File: config.mk
export PLATFORM = sky130hd
export DESIGN_NAME = skts_cell
export DESIGN_NICKNAME = d
export VERILOG_FILES = /design/src/hw/rtl/skts_pkg.sv /design/src/hw/rtl/skts_cell.sv
export SDC_FILE = /design/constraint.sdc
export NUM_CORES = 1
export LEC_CHECK = 0
export BUFFER_PORTS_ARGS = -buffer_cell sky130_fd_sc_hd__buf_2
export CAP_MARGIN = 20
export CELL_PAD_IN_SITES_DETAIL_PLACEMENT = 0
export CELL_PAD_IN_SITES_GLOBAL_PLACEMENT = 2
export CORE_UTILIZATION = 29
export CTS_CLUSTER_DIAMETER = 200
export DETAILED_ROUTE_END_ITERATION = 12
export PLACE_DENSITY_LB_ADDON = 0.1
export SYNTH_ARGS = -nofsm -noshare
export SYNTH_HDL_FRONTEND = slang
export SYNTH_SLANG_ARGS = --single-unit
File: constraint.sdc
create_clock -name clk -period 7.4 [get_ports clk]
set_input_delay 1.48 -clock clk [delete_from_list [all_inputs] [get_ports clk]]
set_output_delay 1.48 -clock clk [all_outputs]
set_load 0.1 [all_outputs]
File: src/hw/rtl/skts_pkg.sv
// ----------------------------------------------------------------------------
// Sorted key table package
// Shared sizes, status codes and the control types that run between the
// search controller and the row of key cells.
// ----------------------------------------------------------------------------
package skts_pkg;

  localparam int TABLE_DEPTH = 256;
  localparam int KEY_BITS    = 32;

  localparam int IDX_W     = (TABLE_DEPTH > 1) ? $clog2(TABLE_DEPTH) : 1;
  localparam int CNT_W     = $clog2(TABLE_DEPTH + 1);
  localparam int OUT_POS_W = 8;
  localparam int OUT_CNT_W = 9;

  localparam logic [1:0] ST_OK   = 2'd0;
  localparam logic [1:0] ST_MISS = 2'd1;
  localparam logic [1:0] ST_FULL = 2'd2;

  localparam logic CMD_LOOKUP = 1'b0;
  localparam logic CMD_INSERT = 1'b1;

  localparam logic [OUT_CNT_W-1:0] FULL_COUNT = OUT_CNT_W'(TABLE_DEPTH);

  typedef logic [KEY_BITS-1:0] key_t;
  typedef logic [IDX_W-1:0]    idx_t;
  typedef logic [CNT_W-1:0]    cnt_t;

  typedef struct packed {
    idx_t probe_idx;
    logic shift_en;
    idx_t slot;
  } cell_ctl_t;

  typedef struct packed {
    logic eq;
    logic gt;
  } cell_flags_t;

endpackage

File: src/hw/rtl/skts_cell.sv
// ----------------------------------------------------------------------------
// Key cell
// Holds one table entry, answers a probe at its own index and takes the key
// of its lower neighbor when an insert opens a gap below it, or the new key when the insert lands on it.
// ----------------------------------------------------------------------------
module skts_cell
  import skts_pkg::*;
(
  input  logic        clk,
  input  idx_t        cell_idx,
  input  key_t        bcast_key,
  input  key_t        prev_key,
  input  cell_ctl_t   ctl,
  output key_t        key_q,
  output cell_flags_t flags
);

  key_t key_r;
  key_t key_nxt;
  logic sel;

  assign sel      = (ctl.probe_idx == cell_idx);
  assign flags.eq = sel && (key_r == bcast_key);
  assign flags.gt = sel && (key_r > bcast_key);
  assign key_q    = key_r;

  always_comb begin
    key_nxt = key_r;
    if (ctl.shift_en) begin
      if (cell_idx == ctl.slot) begin
        key_nxt = bcast_key;
      end else if (cell_idx > ctl.slot) begin
        key_nxt = prev_key;
      end
    end
  end

  always_ff @(posedge clk) begin
    key_r <= key_nxt;
  end

endmodule

==> impl_metrics.json, run 1 <==
{
  "outcome": "complete, no violations",
  "fillers": 895,
  "cts_tree": "yes",
  "post-route-period-util_pct": 67.3,
  "cp.arrival_ps": 3500,
  "synthArstFlopShare_pct": 0,
  "clk_path_buf_depth": 2,
  "critPathBufInv": 3,
  "largest_reg_flops": 32,
  "seq_area_frac_synth_pct": 38.8,
  "drc": 0,
  "dieArea_um2": 8910,
  "core_um2": 8260,
  "synth_warnings": 0,
  "syn_inst": 222,
  "slew_headroom_pct": 33.1,
  "crit_path_frequent_cell": "buf_2",
  "row_count": 33,
  "dp_hpwl_mm": 4.75,
  "multiInputGateArea_um2": 1340,
  "p_switching_uw": 261,
  "routabilityCongestion": 0.661,
  "slowest_delay_ps": 570,
  "cp_slowest_cell": "or4_4",
  "ys_types": 34,
  "synth_edf_count": 32,
  "wl_met1_mm": 2.58,
  "yosys-top-cells-count": "inv_1 (43), ha_1 (40), edfxtp_1 (32), mux2_2 (32), a21oi_1 (12)",
  "vias": 2031,
  "worstPathMaxFanout": 3,
  "synth_area_leaders": "edfxtp_1 (39%), ha_1 (20%), mux2_2 (15%)",
  "synth_most_common_cell": "inv_1",
  "clkSinkCount": 32,
  "htree_levels": 2,
  "drt-initial-drc-count": 32,
  "total_leakage_power_uw": 0.00164,
  "post_cts_resized": 0,
  "regArea_um2": 961,
  "path_class": "in -> out",
  "drv_cap": 0,
  "hold_class": "in -> reg",
  "grt_overflow": 0,
  "cts_setup_buffers": 0,
  "ir_worst_vdd_mv": 0.0653,
  "routed.top_layer": "met4",
  "cts-root-buf": "clkbuf_8",
  "synth-main-ff-cell": "edfxtp_1",
  "tns_ps": 0,
  "die-width_um": 94.4,
  "drt-total-wl_mm": 5.87,
  "post_drt_wl_per_cell_um": 12.9,
  "setup_violations": 0,
  "p_per_area_nw_per_um2": 186,
  "grt_max_degree": 34,
  "grtUsageTotal_pct": 13.2,
  "synth_nets": 352,
  "pwr-share-comb_pct": 41.2,
  "cts_made_buffers": 5,
  "ys_seq_elements": 32,
  "io_buffers": 123,
  "cp_top_family": "simple AND/OR/NAND/NOR gates",
  "grt_pass1_vias": 1951,
  "grt_first_pass_wirelength_mm": 8.94,
  "final_cell_area_um2": 3290,
  "ioPinCount": 124,
  "worstSetupStartpointType": "primary input",
  "synth_top_area_share_pct": 38.8,
  "postRouteAntennaNets": 0,
  "crit_chain": "buf_2 > inv_1 > ha_1 > nand4_1 > or4_4 > a21oi_2 > o31ai_1 > a211oi_2 > buf_2",
  "postSynthAreaPerCell_um2": 11.2,
  "nNetsFinal": 479,
  "clk_pin_slew_worst_paths_ps": 70,
  "drv_slew": 0,
  "die_y_um": 94.4,
  "pwr-share-clk_pct": 21.1,
  "p_sw_share_pct": 42.6,
  "initial_utilization_pct": 30.0,
  "areaGrowthSynthToFinish_pct": 33.0,
  "rsz0062_at_grt": "false",
  "synth_area_um2": 2480,
  "hold_viol": 0,
  "post-route-min-period_ps": 4980,
  "end_kind": "output pin",
  "grt_antenna_before_repair": 0,
  "tightest_slew_ps": 1000,
  "cts-hold-fix-buffers": 0,
  "num_antenna_cells": 0,
  "yosysTopAreaCell": "edfxtp_1",
  "post_route_cells_drive_above_1_share_pct": 48.1,
  "required_ps": 5920,
  "fmax_mhz": 201,
  "vias_per_cell": 4.47,
  "wl_met3_um": 430,
  "placed_area_um2": 3220,
  "p_int_uw": 351,
  "power_frac_seq_pct": 37.7,
  "wl_met2_mm": 2.81,
  "drt_first_pass_iters": 4
}
## placed cells by master (no fill, tap or decap), drive strengths merged, types with 2 or more instances in the layout
cell and n:
clkbuf 6, nor4 3, nand4 9, buf 123, a21o 4, mux2 32, nor3 2, o21ai 3
nor2b 3, nand3 3, edfxtp 32, inv 43, ha 40, clkinv 2, a211oi 2, a21oi 13
nor2 3, nand2 6, or4 2, xor2 8
## path summary, 6_finish.rpt
| kind | from | endpoint | slack (ps) | cells past startpoint |
|---|---|---|---|---|
| setup / recovery | bcast_key[13] | flags[0] | 2420 | 9 |
| hold / removal | prev_key[6] | key_q[6] | 1500 | 2 |
## power groups by stage
stage,Combinational (µW),Sequential (µW),Clock (µW)
floorplan,66.9,360,0
global placement,256,235,0
detailed placement,255,235,0
CTS,256,231,137
global route,271,233,143
finish,253,231,129
## cell families after synthesis
group	Yosys count	share of synthesized area (%)
adder cells (fa/ha/maj)	40	20.2
AO/OA/AOI/OAI	31	8.64
AND/OR/NAND/NOR	32	7.68
XOR/XNOR	8	2.83
flip-flops	32	38.8
multiplexers	32	14.6
buffers and inverters	47	7.28
## per-layer routing
metal | vias to the layer above | global-route usage, %
met5 | - | 0
met4 | 0 | 3.85
met3 | 7 | 3.95
met2 | 67 | 21.6
met1 | 894 | 16.8
li1 | 1063 | -
## stage by stage
step / total power [µW] / worst slack (ps) / utilization, % / cells / hold slack [ps]
after floorplan: 427 / 1970 / - / 222 / 1700
after CTS: 624 / 2350 / 39.9 / 454 / 1480
after global routing: 648 / 2250 / 39.9 / 454 / 1480
after global placement: 490 / 2370 / 39.0 / 447 / 1780
after detailed placement: 490 / 2360 / 39.0 / 447 / 1790
final: 612 / 2420 / 39.9 / 454 / 1500
## area by class of cell
class / instances / share of cell area [%]
well taps: 105 / 3.99
repair buffers: 123 / 18.7
inverters: 44 / 5.01
flip-flops and latches: 32 / 29.2
clock buffers: 6 / 2.20
clock inverters: 1 / 0.152
multi-input cells: 143 / 40.8
(Power assumes the default switching activity.)
==> run 2: changes to the inputs <==
Settings changed: CORE_UTILIZATION 29 to 24.
Clock period 7.4 ns to 4.21 ns, I/O delays scaled along.
==> run 2 against run 1 <==
Sequential power is 75% higher. Utilization is 5.5 points lower. Worst setup slack worse by 2000 ps. Total power is 90% higher. Via count is 0.20% higher. Die area is 20% higher. Combinational power is 77% higher. Critical endpoint is now flags[1]. Largest power group unchanged.
==> impl_metrics.json, run 2 (synthesis results as in run 1) <==
{
  "drv_cap": 0,
  "grt_antenna_before_repair": 0,
  "drt-initial-drc-count": 40,
  "p_per_area_nw_per_um2": 343,
  "cts_tree": "yes",
  "grtUsageTotal_pct": 12.1,
  "cp.arrival_ps": 2940,
  "drt_first_pass_iters": 5,
  "clk_pin_slew_worst_paths_ps": 80,
  "worstSetupStartpointType": "primary input",
  "post_drt_wl_per_cell_um": 13.0,
  "hold_class": "in -> reg",
  "fmax_mhz": 264,
  "routabilityCongestion": 0.687,
  "post_cts_resized": 0,
  "worstPathMaxFanout": 4,
  "end_kind": "output pin",
  "clkSinkCount": 32,
  "tns_ps": 0,
  "drv_slew": 0,
  "dp_hpwl_mm": 5.04,
  "setup_violations": 0,
  "cts_made_buffers": 5,
  "grt_max_degree": 33,
  "post-route-min-period_ps": 3780,
  "dieArea_um2": 10700,
  "slew_headroom_pct": 44.1,
  "die-width_um": 104,
  "die_y_um": 104,
  "vias_per_cell": 4.20,
  "post_route_cells_drive_above_1_share_pct": 48.7,
  "grt_first_pass_wirelength_mm": 10.4,
  "ir_worst_vdd_mv": 0.133,
  "outcome": "complete, no violations",
  "io_buffers": 123,
  "postRouteAntennaNets": 0,
  "vias": 2035,
  "final_cell_mix": "buf_2 (122), inv_1 (43), ha_1 (40), mux2_2 (32), edfxtp_1 (32)",
  "core_um2": 9860,
  "required_ps": 3370,
  "row_count": 36,
  "clk_path_buf_depth": 2,
  "hold_viol": 0,
  "final_common_cell": "buf_2",
  "rsz0062_at_grt": "false",
  "cts-root-buf": "clkbuf_8",
  "total_leakage_power_uw": 0.00167,
  "htree_levels": 2,
  "num_antenna_cells": 0,
  "ioPinCount": 124,
  "post-route-period-util_pct": 89.8,
  "nNetsFinal": 480,
  "initial_utilization_pct": 25.1,
  "drc": 0,
  "path_class": "in -> out",
  "largest_reg_flops": 32,
  "grt_pass1_vias": 2125,
  "grt_overflow": 0,
  "areaGrowthSynthToFinish_pct": 37.0,
  "cts-hold-fix-buffers": 0,
  "whs_ps": 853,
  "drt-total-wl_mm": 6.28,
  "tightest_slew_ps": 839,
  "cts_setup_buffers": 0
}
-- run 2: layout make-up --
type	instances	area, µm²
Clock buffer	5	68.8
Sequential cell	32	961
Timing Repair Buffer	124	638
Tap cell	133	166
Fill cell	1040	6470
Clock inverter	3	42.5
Inverter	44	165
Multi-Input combinational cell	143	1350
-- run 2: worst max-delay path: stages --
cell	delay, ps
buf_2	90
inv_1	40
ha_1	310
nand4_1	170
or4_1	610
nor3_2	300
and2b_1	160
buf_2	420
-- run 2: power by group --
part | switching (µW) | internal [µW] | leakage, µW
Sequential | 16.4 | 388 | 0.000298
Combinational | 330 | 117 | 0.00131
Clock | 138 | 176 | 0.0000541
Total | 484 | 681 | 0.00167
-- run 2: worst paths after layout --
| path | start | end | slack [ps] | cells past startpoint |
|---|---|---|---|---|
| worst max-delay path | bcast_key[27] | flags[1] | 430 | 8 |
| worst min-delay path | prev_key[25] | key_q[25] | 850 | 2 |
-- run 2: per-stage QoR --
step	setup slack [ps]	cells	total power [µW]	instance area [µm²]	util, %
floorplan	348	222	751	2480	-
global placement	432	476	865	3280	33.3
detailed placement	402	476	865	3280	33.3
CTS	393	484	1190	3390	34.4
global route	303	484	1230	3390	34.4
finish	429	484	1160	3390	34.4
-- run 2: per-layer routing --
layer	vias to the layer above	global-route usage [%]	wire length [µm]
li1	1063	-	-
met1	903	15.7	2940
met2	67	20.5	2950
met3	2	2.96	364
met4	0	2.48	34
met5	-	0	0
==> run 3: changes to the inputs <==
Settings changed: CELL_PAD_IN_SITES_DETAIL_PLACEMENT 0 to 2.
==> run 3 against run 2 <==
Fmax decreased by 0.39%. First-iteration DRC count decreased by 18%. Total power decreased by 5.7%. Sequential cell count unchanged. Sequential share of layout area increased by 0.26 points. Design area decreased by 0.92%. Final cell count unchanged. Wire length increased by 12%.
==> impl_metrics.json, run 3 (synthesis results as in run 1) <==
{
  "setup_violations": 0,
  "post-route-period-util_pct": 90.2,
  "vias_per_cell": 4.38,
  "core_um2": 9860,
  "post-route-min-period_ps": 3800,
  "initial_utilization_pct": 25.1,
  "ir_worst_vdd_mv": 0.126,
  "postRouteAntennaNets": 0,
  "drc": 0,
  "pwr-share-clk_pct": 21.9,
  "cts-root-buf": "clkbuf_8",
  "die_y_um": 104,
  "tightest_slew_ps": 858,
  "final_common_cell": "buf_2",
  "wl_met3_um": 397,
  "cp.arrival_ps": 2950,
  "tns_ps": 0,
  "grtUsageTotal_pct": 13.6,
  "fin_cells": 484,
  "io_buffers": 123,
  "grt_max_degree": 33,
  "hold_class": "in -> reg",
  "total_leakage_power_uw": 0.00165,
  "power.total_uw": 1100,
  "crit_path_frequent_cell": "buf_2",
  "required_ps": 3370,
  "worstSetupStartpointType": "primary input",
  "cts_tree": "yes",
  "dieArea_um2": 10700,
  "pwr-share-comb_pct": 41.2,
  "cts-hold-fix-buffers": 0,
  "nNetsFinal": 480,
  "wl_met1_mm": 3.12,
  "crit_chain": "buf_2 > inv_1 > ha_1 > nand4_1 > or4_1 > nor3_2 > and2b_1 > buf_2",
  "wl_met2_mm": 3.49,
  "grt_antenna_before_repair": 0,
  "routabilityCongestion": 0.687,
  "ioPinCount": 124,
  "die-width_um": 104,
  "grt_overflow": 0,
  "slew_headroom_pct": 42.8,
  "p_per_area_nw_per_um2": 327,
  "path_class": "in -> out",
  "drt_first_pass_iters": 3,
  "row_count": 36,
  "fmax_mhz": 263,
  "cts_made_buffers": 5,
  "dp_hpwl_mm": 5.78,
  "post_drt_wl_per_cell_um": 14.5,
  "slowest_delay_ps": 620,
  "hold_viol": 0,
  "largest_reg_flops": 32,
  "outcome": "complete, no violations",
  "drv_slew": 0,
  "clkSinkCount": 32,
  "worstPathMaxFanout": 4,
  "grt_pass1_vias": 2357,
  "drt-initial-drc-count": 33,
  "clk_path_buf_depth": 2,
  "dp.cells": 476,
  "p_switching_uw": 476,
  "drv_cap": 0,
  "final_cell_mix": "buf_2 (122), inv_1 (43), ha_1 (40), mux2_2 (32), edfxtp_1 (32)",
  "routed.top_layer": "met4",
  "areaGrowthSynthToFinish_pct": 35.8,
  "cts_setup_buffers": 0,
  "htree_levels": 2,
  "fin_util_pct": 34.1,
  "clk_pin_slew_worst_paths_ps": 70,
  "drt-total-wl_mm": 7.04,
  "post_route_cells_drive_above_1_share_pct": 47.9,
  "p_sw_share_pct": 43.4,
  "vias": 2122,
  "grt_first_pass_wirelength_mm": 11.6,
  "end_kind": "output pin",
  "cp_slowest_cell": "or4_1",
  "post_cts_resized": 0,
  "power_frac_seq_pct": 36.9,
  "num_antenna_cells": 0,
  "rsz0062_at_grt": "false",
  "p_int_uw": 622
}
## run 3: cell types whose count changed in the layout (fill, tap and decap cells not counted)
cell / before / now
clkinvlp_4: 1 / 0
clkbuf_1: 0 / 2
bufinv_16: 1 / 0
clkinv_1: 1 / 2
clkinv_2: 1 / 0
## run 3: final cells by class
type                       count  area (µm²)
inverter                      44         165
multi-input combinational    143        1350
clock buffer                   7        76.3
timing repair buffer         124         638
clock inverter                 1        3.75
tap                          133         166
sequential                    32         961
fill                        1105        6500
## run 3: worst max-delay path, delay by kind of cell
family | cells | cell delay, ps
AND/OR/NAND/NOR | 4 | 1250
adder cells (fa/ha/maj) | 1 | 300
buffers and inverters | 3 | 560
## run 3: power groups by stage
stage	Combinational, µW	Clock, µW	Sequential [µW]
2_1_floorplan	118	0	633
4_1_cts	461	251	407
5_1_grt	488	264	410
3_5_place_dp	458	0	414
3_3_place_gp	452	0	413
6_report	452	240	406
## run 3: routing by layer
layer  global-route usage, %  up-vias
met5                       0        -
met3                    3.15        2
li1                        -     1061
met4                    2.80        0
met2                    24.5       65
met1                    16.5      994
## run 3: metrics by stage
step	instance area (µm²)	hold WS (ps)	setup slack, ps
after floorplan	2480	1060	348
after global placement	3280	1140	432
after detailed placement	3280	1150	402
after CTS	3360	848	394
after global routing	3360	848	307
final	3360	856	414
## run 3: worst paths after layout
kind               endpoint          start  slack (ps)  cells after the start
setup / recovery   flags[1]  bcast_key[26]         410                      8
hold / removal    key_q[21]   prev_key[21]         860                      2
